**src/hw/rtl/cfir_pkg.sv**
```systemverilog
// ----------------------------------------------------------------------------
// cfir_pkg : shared types and constants of the complex I/Q FIR core
// Sample, coefficient, product and accumulator types, opcodes, lane layout
// and the Q30 scale-and-saturate function.
// ----------------------------------------------------------------------------
`default_nettype none

package cfir_pkg;

   // Tap count and lane layout
   localparam int TAPS     = 31;
   localparam int LANES    = 4;
   localparam int ROUNDS   = (TAPS + LANES - 1) / LANES;
   localparam int SLOTS    = LANES * ROUNDS;
   localparam int CNT_W    = (ROUNDS > 1) ? $clog2(ROUNDS) : 1;

   // Field widths
   localparam int SAMPLE_W = 16;
   localparam int COEF_W   = 32;
   localparam int PROD_W   = SAMPLE_W + COEF_W;
   localparam int ACC_W    = PROD_W + $clog2(SLOTS);
   localparam int Q_SHIFT  = 30;

   typedef logic signed [SAMPLE_W-1:0] sample_type;
   typedef logic signed [COEF_W-1:0]   coef_type;
   typedef logic signed [PROD_W-1:0]   prod_type;
   typedef logic signed [ACC_W-1:0]    acc_type;
   typedef logic        [1:0]          opcode_type;
   typedef logic        [4:0]          coef_index_type;

   // Opcodes
   localparam opcode_type OP_FILTER = 2'd0;
   localparam opcode_type OP_LOAD   = 2'd1;
   localparam opcode_type OP_CLEAR  = 2'd2;

   // Sequencer states
   typedef enum logic [1:0] {
      ST_IDLE,
      ST_RUN,
      ST_DRAIN,
      ST_FINISH
   } state_type;

   // Control from the sequencer to the merge stage
   typedef struct packed {
      logic clear;
      logic add;
   } merge_ctrl_type;

   localparam acc_type    ACC_BIAS    = ACC_W'((1 << Q_SHIFT) - 1);
   localparam acc_type    SAT_MAX_ACC = ACC_W'(32767);
   localparam acc_type    SAT_MIN_ACC = ACC_W'(-32768);
   localparam sample_type SAT_MAX     = 16'sh7fff;
   localparam sample_type SAT_MIN     = 16'sh8000;

   // Shift right by Q_SHIFT rounding toward zero, then clamp to 16 bits
   function automatic sample_type scale_sat(acc_type acc);
      acc_type biased;
      acc_type shifted;
      biased  = acc + (acc[ACC_W-1] ? ACC_BIAS : acc_type'(0));
      shifted = biased >>> Q_SHIFT;
      if (shifted > SAT_MAX_ACC) begin
         return SAT_MAX;
      end
      if (shifted < SAT_MIN_ACC) begin
         return SAT_MIN;
      end
      return sample_type'(shifted[SAMPLE_W-1:0]);
   endfunction

endpackage

`default_nettype wire

```
**src/hw/rtl/cfir_lane.sv**
```systemverilog
// ----------------------------------------------------------------------------
// cfir_lane : one complex tap multiplier
// Multiplies one coefficient by the I and Q history entries of its slot and
// registers both products.
// ----------------------------------------------------------------------------
`default_nettype none

module cfir_lane (
   input  wire                  clock,
   input  cfir_pkg::coef_type   coef,
   input  cfir_pkg::sample_type hist_i,
   input  cfir_pkg::sample_type hist_q,
   output cfir_pkg::prod_type   prod_i,
   output cfir_pkg::prod_type   prod_q
);
   import cfir_pkg::*;

   prod_type prod_i_ff;
   prod_type prod_q_ff;

   // Register both real products of this slot
   always_ff @(posedge clock) begin
      prod_i_ff <= prod_type'(coef) * prod_type'(hist_i);
      prod_q_ff <= prod_type'(coef) * prod_type'(hist_q);
   end

   assign prod_i = prod_i_ff;
   assign prod_q = prod_q_ff;

endmodule

`default_nettype wire

```
**config.mk**
```make
export PLATFORM = sky130hd
export DESIGN_NAME = cfir_lane
export DESIGN_NICKNAME = d
export VERILOG_FILES = /design/src/hw/rtl/cfir_pkg.sv /design/src/hw/rtl/cfir_lane.sv
export SDC_FILE = /design/constraint.sdc
export NUM_CORES = 2
export LEC_CHECK = 0
export ABC_AREA = 1
export BUFFER_PORTS_ARGS = -buffer_cell sky130_fd_sc_hd__buf_2
export CORE_MARGIN = 2
export CORE_UTILIZATION = 40
export CTS_CLUSTER_SIZE = 14
export DETAILED_ROUTE_END_ITERATION = 8
export HOLD_SLACK_MARGIN = 0.03
export PLACE_DENSITY = 0.57
export SYNTH_ARGS = -nofsm -noshare
export SYNTH_HDL_FRONTEND = slang
export SYNTH_SLANG_ARGS = --single-unit
```
**constraint.sdc**
```tcl
create_clock -name clock -period 14.7 [get_ports clock]
set_input_delay 0.735 -clock clock [delete_from_list [all_inputs] [get_ports clock]]
set_output_delay 0.735 -clock clock [all_outputs]
set_load 0.005 [all_outputs]
```
==> results_dict.tcl <==
set metrics [dict create \
    placed_cells 6943 \
    rows 118 \
    drv_cap 0 \
    first_pass_iters 6 \
    hold_viol_final 0 \
    slowest_delay_ps 790 \
    min_period_ps 6520 \
    drt_iter0_markers 1988 \
    grt_first_pass_wirelength_um 191000 \
    synth_edf_count 0 \
    root_buffer "clkbuf_16" \
    grt-ovfl-total 0 \
    netlist_area_um2 41500 \
    synthFlopType "dfxtp_1" \
    path_common_cell "fa_1" \
    start_util_pct 40.2 \
    syn_avg_cell_area_um2 7.43 \
    grt_max_degree 33 \
    min_to "prod_q[0]$_DFF_P_" \
    routed_wl_um 117000 \
    avgViaCountPerCell 4.70 \
    period_share_pct 44.3 \
    worst_pin_slew_ps 1030 \
    drive_gt1_share_pct 5.95 \
    die-area_um2 106000 \
    crit_family "adder cells" \
    final_nets 6839 \
    pre_cts_slack_ps 7800 \
    numCtsBuffers 9 \
    finalSetupViolCount 0 \
    setup_tns_ps 0 \
    ys_seq_elements 96 \
    hold_depth 4 \
    setup_ws_ps 8180 \
    cts_resized 0 \
    ioPinCount 161 \
    final_max_slew_viol_count 0 \
    synth_cell_types 30 \
    synthCells 5589 \
    via_count 32700 \
    finalWeightedCongestion 0.945 \
    io_buffers 160 \
    cts.htree.levels 3 \
    grt_pass1_vias 34700 \
    worstHoldStart "coef[0]" \
    worstSetupStartpointType "input port" \
    drc 0 \
    critPathKind "input port to flip-flop" \
    cts.clk_slew.worst_paths_ps 90 \
    slew_headroom_pct 31.0 \
    die_h_um 326 \
    antenna_found_initial 12 \
    cts_tree "done" \
    crit_buf_inv 5 \
    wl_per_cell_um 16.9 \
    hpwlAfterDp_um 95200 \
    ant_nets 0 \
    rsz0062_at_grt "false" \
    postCtsSetupBuffers 0 \
    synth_fp_nets 6854 \
    status "finished, final reports clean" \
    n_antenna_cell 0 \
    fp.coreArea_um2 103000 \
    cts_sinks 96 \
    clockBufferDepth 2 \
    seq_area_frac_synth_pct 4.63 \
    critPathRequiredTime_ps 15000 \
    track_usage_pct 23.0 \
    synthArstFlopShare_pct 0 \
    die_x_um 326 \
    hp-class "input port to flip-flop" \
    crit_path_end_kind "flip-flop" \
    ctsHoldBuffers 0 \
    area_growth_pct 5.33 \
    slowest_stage "fa_1" \
    stdcell_count 6959 \
    fmax_mhz 153 \
    cp_max_fo 32 \
    arrival_ps 6820 \
    path_cells "buf_2 > nand2_1 > fa_1 > inv_1 > fa_1 > fa_1 > fa_1 > inv_1 > fa_1 > inv_1 > fa_1 > ha_1 > inv_1 > nor3_1 > nand2_1 > nor2_1 > nand3_1 > nand4_1 > nand2_1" \
    yosys_warnings 0 \
]
==> synthesized netlist by cell type, types with 19 or more instances <==
cell	instances	area, um2
nand2_2	51	319
a21oi_1	51	255
clkbuf_1	191	717
inv_2	19	71.3
nand4_1	28	175
xor2_1	54	473
ha_1	228	2850
inv_1	1813	6810
dfxtp_1	96	1920
nor2_2	32	200
fa_1	972	19500
nand3_1	122	611
nor2_1	165	619
nor2_4	21	236
nand2_1	1685	6320
==> tightest hold or removal path: stages <==
cell and delay (ps):
buf_2 90, buf_4 260, nand2_1 120, inv_1 40
==> layout make-up <==
class	count	area (um2)
multi-input combinational	3466	32000
inverter	1835	6890
clock buffer	11	253
tap	1380	1730
timing repair buffer	166	846
clock inverter	5	108
sequential	96	1920
fill	10700	59500
==> cells in the final DEF, fill, tap and decap left out, types with 9 or more instances in the layout <==
master / instances
buf_2: 160
xor2_1: 54
nor2_1: 165
nand4_1: 28
nor2_2: 32
nor2_4: 21
fa_1: 972
ha_1: 228
inv_2: 19
nand2_1: 1685
dfxtp_1: 96
a21oi_1: 51
nand2_2: 51
inv_1: 1813
nand3_1: 122
clkbuf_16: 9
==> worst max-delay path by stage <==
stage,startpoint,endpoint,slack [ps],cells past startpoint
floorplan,hist_q[4],prod_q[47]$_DFF_P_,8990,20
global placement,hist_i[1],prod_i[46]$_DFF_P_,7780,19
detailed placement,hist_i[1],prod_i[46]$_DFF_P_,7800,19
CTS,hist_i[4],prod_i[46]$_DFF_P_,8220,19
global route,hist_i[4],prod_i[46]$_DFF_P_,7860,20
finish,hist_i[4],prod_i[46]$_DFF_P_,8180,19
==> stage by stage <==
step | cell area, um2 | hold WS [ps] | utilization, %
after floorplan | 41500 | 833 | -
after global placement | 43400 | 1110 | 42.0
after detailed placement | 43400 | 1110 | 42.0
after CTS | 43700 | 855 | 42.4
after global routing | 43700 | 906 | 42.4
final | 43700 | 873 | 42.4
==> sequential cells by signal, indices dropped and copies added (netlist names) <==
signal  cells
prod_i     48
prod_q     48
==> kinds of logic (layout without fill, tap and decap cells) <==
family / count (synthesis) / count (layout) / share of synthesized area (%)
buf+inv: 2027 / 2017 / 18.3
xor+xnor: 61 / 61 / 1.29
flops: 96 / 96 / 4.63
simple gates: 2134 / 2134 / 21.1
compound gates: 71 / 71 / 0.955
fa+ha+maj: 1200 / 1200 / 53.7
==> layer usage <==
| metal | share of wire [%] | vias up | wire length, um | global-route usage [%] |
|---|---|---|---|---|
| met5 | 0.077 | - | 90 | 0 |
| met4 | 1.6 | 16 | 1870 | 4.60 |
| met3 | 5.7 | 122 | 6720 | 2.75 |
| met2 | 47 | 881 | 55200 | 38.1 |
| met1 | 46 | 16400 | 53600 | 32.6 |
| li1 | - | 15300 | - | - |
Power is left out: the tool's default activity adds up to more than one toggle a clock period on the data nets, which glitch-free logic cannot reach.
