<file path="src/hw/rtl/cfir_pkg.sv">
// ----------------------------------------------------------------------------
// cfir_pkg : shared types and constants of the complex I/Q FIR core
// Sample, coefficient, product and accumulator types, opcodes, lane layout
// and the Q30 scale-and-saturate function.
// ----------------------------------------------------------------------------
`default_nettype none

package cfir_pkg;

   // Tap count and lane layout
   localparam int TAPS     = 31;
   localparam int LANES    = 4;
   localparam int ROUNDS   = (TAPS + LANES - 1) / LANES;
   localparam int SLOTS    = LANES * ROUNDS;
   localparam int CNT_W    = (ROUNDS > 1) ? $clog2(ROUNDS) : 1;

   // Field widths
   localparam int SAMPLE_W = 16;
   localparam int COEF_W   = 32;
   localparam int PROD_W   = SAMPLE_W + COEF_W;
   localparam int ACC_W    = PROD_W + $clog2(SLOTS);
   localparam int Q_SHIFT  = 30;

   typedef logic signed [SAMPLE_W-1:0] sample_type;
   typedef logic signed [COEF_W-1:0]   coef_type;
   typedef logic signed [PROD_W-1:0]   prod_type;
   typedef logic signed [ACC_W-1:0]    acc_type;
   typedef logic        [1:0]          opcode_type;
   typedef logic        [4:0]          coef_index_type;

   // Opcodes
   localparam opcode_type OP_FILTER = 2'd0;
   localparam opcode_type OP_LOAD   = 2'd1;
   localparam opcode_type OP_CLEAR  = 2'd2;

   // Sequencer states
   typedef enum logic [1:0] {
      ST_IDLE,
      ST_RUN,
      ST_DRAIN,
      ST_FINISH
   } state_type;

   // Control from the sequencer to the merge stage
   typedef struct packed {
      logic clear;
      logic add;
   } merge_ctrl_type;

   localparam acc_type    ACC_BIAS    = ACC_W'((1 << Q_SHIFT) - 1);
   localparam acc_type    SAT_MAX_ACC = ACC_W'(32767);
   localparam acc_type    SAT_MIN_ACC = ACC_W'(-32768);
   localparam sample_type SAT_MAX     = 16'sh7fff;
   localparam sample_type SAT_MIN     = 16'sh8000;

   // Shift right by Q_SHIFT rounding toward zero, then clamp to 16 bits
   function automatic sample_type scale_sat(acc_type acc);
      acc_type biased;
      acc_type shifted;
      biased  = acc + (acc[ACC_W-1] ? ACC_BIAS : acc_type'(0));
      shifted = biased >>> Q_SHIFT;
      if (shifted > SAT_MAX_ACC) begin
         return SAT_MAX;
      end
      if (shifted < SAT_MIN_ACC) begin
         return SAT_MIN;
      end
      return sample_type'(shifted[SAMPLE_W-1:0]);
   endfunction

endpackage

`default_nettype wire

</file>
<file path="src/hw/rtl/cfir_merge.sv">
// ----------------------------------------------------------------------------
// cfir_merge : lane merge and accumulator
// Adds the registered products of all lanes into the I and Q accumulators
// once per round.
// ----------------------------------------------------------------------------
`default_nettype none

module cfir_merge (
   input  wire                       clock,
   input  cfir_pkg::merge_ctrl_type  ctrl,
   input  cfir_pkg::prod_type        prod_i [cfir_pkg::LANES],
   input  cfir_pkg::prod_type        prod_q [cfir_pkg::LANES],
   output cfir_pkg::acc_type         acc_i,
   output cfir_pkg::acc_type         acc_q
);
   import cfir_pkg::*;

   acc_type acc_i_ff;
   acc_type acc_q_ff;
   acc_type acc_i_in;
   acc_type acc_q_in;

   // Sum the lanes onto the running totals
   always_comb begin
      acc_type sum_i;
      acc_type sum_q;
      sum_i = acc_i_ff;
      sum_q = acc_q_ff;
      for (int k = 0; k < LANES; k++) begin
         sum_i = sum_i + acc_type'(prod_i[k]);
         sum_q = sum_q + acc_type'(prod_q[k]);
      end
      acc_i_in = acc_i_ff;
      acc_q_in = acc_q_ff;
      if (ctrl.clear) begin
         acc_i_in = '0;
         acc_q_in = '0;
      end else if (ctrl.add) begin
         acc_i_in = sum_i;
         acc_q_in = sum_q;
      end
   end

   always_ff @(posedge clock) begin
      acc_i_ff <= acc_i_in;
      acc_q_ff <= acc_q_in;
   end

   assign acc_i = acc_i_ff;
   assign acc_q = acc_q_ff;

endmodule

`default_nettype wire

</file>
<file path="config.mk">
export PLATFORM = sky130hd
export DESIGN_NAME = cfir_merge
export DESIGN_NICKNAME = d
export VERILOG_FILES = /design/src/hw/rtl/cfir_pkg.sv /design/src/hw/rtl/cfir_merge.sv
export SDC_FILE = /design/constraint.sdc
export NUM_CORES = 1
export LEC_CHECK = 0
export CAP_MARGIN = 0
export CORE_MARGIN = 2
export CORE_UTILIZATION = 41
export CTS_BUF_LIST = sky130_fd_sc_hd__clkbuf_2 sky130_fd_sc_hd__clkbuf_4 sky130_fd_sc_hd__clkbuf_8
export DETAILED_ROUTE_END_ITERATION = 7
export DONT_BUFFER_PORTS = 1
export HOLD_SLACK_MARGIN = 0.02
export PLACE_DENSITY = 0.55
export SKIP_CTS_REPAIR_TIMING = 1
export SLEW_MARGIN = 30
export SYNTH_ARGS = -nofsm -noshare
export SYNTH_HDL_FRONTEND = slang
export SYNTH_SLANG_ARGS = --single-unit
</file>
<file path="constraint.sdc">
create_clock -name clock -period 12.56 [get_ports clock]
set_clock_uncertainty 0.15 [all_clocks]
set_input_delay 2.512 -clock clock [delete_from_list [all_inputs] [get_ports clock]]
set_output_delay 2.512 -clock clock [all_outputs]
set_load 0.01 [all_outputs]
</file>
==> summary.txt <==
Floorplan
  • Cell row count: 78
  • Die Wd: 217 um
  • Initial Utilization: 0.413
  • Core area: 45100 um2
  • I/O pins: 493
  • Die area: 47100 um2
  • Die span in y: 217 um

Yosys
  • Syn Std Cell Area: 18600 um2
  • Cell variety after synth: 67
  • Syn avg cell area: 7.71 um2
  • Synth area leaders: fa_1 (32%), inv_1 (19%), dfxtp_1 (11%)
  • Top FF cell, synth: dfxtp_1
  • Syn. warnings: 0
  • Post-synth ARST share: 0
  • Post-Syn Instances: 2415
  • Sequential fraction of the synthesis area: 0.114
  • Synthesized Nets: 3206
  • EDFF count, synth: 0
  • Synth area leader: fa_1
  • Synth Register Bits: 106
  • Share of the synthesized area in the top cell type: 0.318

Route
  • Routed WL: 47100 um
  • Iter 0 DRT Violations: 782
  • DRC Markers: 0
  • Wire length per cell: 15.8 um
  • Via density: 4.89
  • ANT nets after route: 0
  • TritonRoute pass-1 iters: 5
  • Vias: 14554

Global routing
  • Antenna violations before repair: 0
  • First-pass GRT wire length: 76300 um
  • GRT Total Usage: 0.204
  • Vias in the first global route: 14615
  • Pin count of the biggest net entering global routing: 72
  • Grt total ovfl: 0

Placed design
  • GP Congestion: 0.915
  • Port Buffers: 0
  • Dpl cell area: 19200 um2
  • HPWL after DPL: 40400 um

Clocking
  • Clk_lat worst skew: 450 ps
  • Number of buffers created by CTS: 9
  • Clk pin slew, worst setup/hold paths: 130 ps
  • Clock Root Buffer: clkbuf_8
  • CTS max path bufs: 2
  • CTS tree: built
  • Sinks on Clock Net: 106
  • CTS H-tree lvls: 3

Timing
  • Fin Setup TNS: 0 ps
  • Final hold vios: 0
  • Max Clock Freq: 142 MHz
  • Actual slew at the worst max-slew pin: 813 ps
  • RSZ-0062 raised after global routing: false
  • Max Slew Vio Count: 0
  • Max_slew headroom: 0.452
  • Period utilization: 0.559
  • Period minus WS final: 7020 ps
  • Setup violation total in the final timing report: 0

Power and ir drop
  • Max IR drop VDD: 0.0000942 V
  • Pwr per Cell Area: 251 nW/um2
  • Static Leak: 0.0111 uW
  • Design Power: 4860 uW

Worst setup path
  • Worst r2r src: acc_q[1]
  • WP data required: 12760 ps
  • Crit path launch: prod_q[1]
  • Startpoint Class: primary input
  • Crit Path Max Fanout: 4
  • Kind of critical path: in -> reg
  • CP arrival: 7220 ps
  • Worst Setup End Kind: flip-flop

Final layout
  • Layout overhead on the synthesized area: 4.21%
  • Final non-filler cell area: 19400 um2
  • Nets: 3165
  • # diodes: 0
  • Final Core Density: 0.430
  • Layout cells sized above 1: 0.0168

Outcome
  • Status: completed

Min path
  • Hold Crit Class: reg -> reg
  • Hold path start: acc_q[25]

Flow run
  • MaxCap Viol Count: 0
sequential cells by signal, indices dropped and copies added, names as in the netlist:
name,cells
acc_q,53
acc_i,53
cells in the mapped netlist (3+ instances only):
library cell  instances
nor2b_1               5
nor2_1              133
inv_1               933
ha_1                108
o22ai_1               4
nand2b_1             12
o2111ai_1             3
fa_1                296
a31oi_1              14
a41oi_1               4
nor4_1                5
clkbuf_1             50
o31ai_1               6
a311o_1               3
o21a_1                3
or3_1                 6
a41o_1                3
a21boi_0              6
mux2i_1              46
buf_2                 3
o21ai_1               7
o21bai_1             14
a211oi_1             18
a211o_1               3
a21oi_1             125
nand3_1              24
and2_1                5
o211ai_1             13
a221oi_1              6
nand2_1             115
and3_1               11
xor2_1               49
xnor2_1              39
a31o_2                4
nand4_1              21
dfxtp_1             106
a21o_1               60
o21ai_0              94
buf_1                 4
nor3_1               16
worst max-delay path, cell delays in order:
cell and delay (ps):
inv_1 30, fa_1 560, fa_1 450, fa_1 490
inv_1 50, ha_1 220, fa_1 490, a211oi_1 280
o21ai_2 140, o21ai_1 190, a2111oi_0 170, o211ai_1 480
a21oi_1 190, a221o_2 430, a31oi_1 220, mux2i_1 220
o211ai_1 100
layout by cell type, fill, tap and decap left out, drive strengths merged, types with 19 or more instances in the layout:
cell type,count
a211oi,19
a21oi,127
xnor2,39
nand2,115
ha,108
fa,296
nor2,133
a21o,60
nand4,21
dfxtp,106
xor2,49
mux2i,46
nand3,24
o21ai,103
inv,934
final timing paths:
path / endpoint / slack, ps / cells past startpoint
hold reg to reg: acc_q[25] / 400 / 2
hold / removal: acc_q[25] / 400 / 2
setup reg to reg: acc_q[47] / 8070 / 15
setup / recovery: acc_q[47] / 5540 / 17
cells by family after synthesis:
logic type               after synthesis  share of synthesized area
AND/OR/NAND/NOR                      363                     0.0866
multiplexers                          47                     0.0253
adder cells (fa/ha/maj)              404                      0.391
XOR/XNOR                              88                     0.0414
buffers and inverters                990                      0.200
AO/OA/AOI/OAI                        417                      0.142
flip-flops                           106                      0.114
routing by layer:
metal	wire length, um	GRT usage
met1	20900	0.272
met2	22100	0.335
met3	3160	0.0421
met4	915	0.0598
met5	0	0
per-stage QoR:
stage	instances	hold slack, ps	worst slack, ps
after CTS	2979	406	5550
after floorplan	2415	334	5750
after global placement	2963	384	5130
final	2979	398	5540
after detailed placement	2963	387	5030
after global routing	2979	428	5200
power breakdown:
group	total, uW	switching, uW	leakage, uW	internal [uW]
clock network	250	152	0.000103	98.2
logic	3960	2350	0.0102	1610
registers	651	197	0.000876	455
layout make-up:
cell class	count	area (um2)
multi-input cells	1319	12800
fillers	4738	25700
well taps	600	751
clock inverters	6	65.1
inverters	933	3500
repair buffers	5	37.5
flip-flops and latches	106	2120
clock buffers	10	138
No activity file was read; power rests on OpenSTA's default activity.
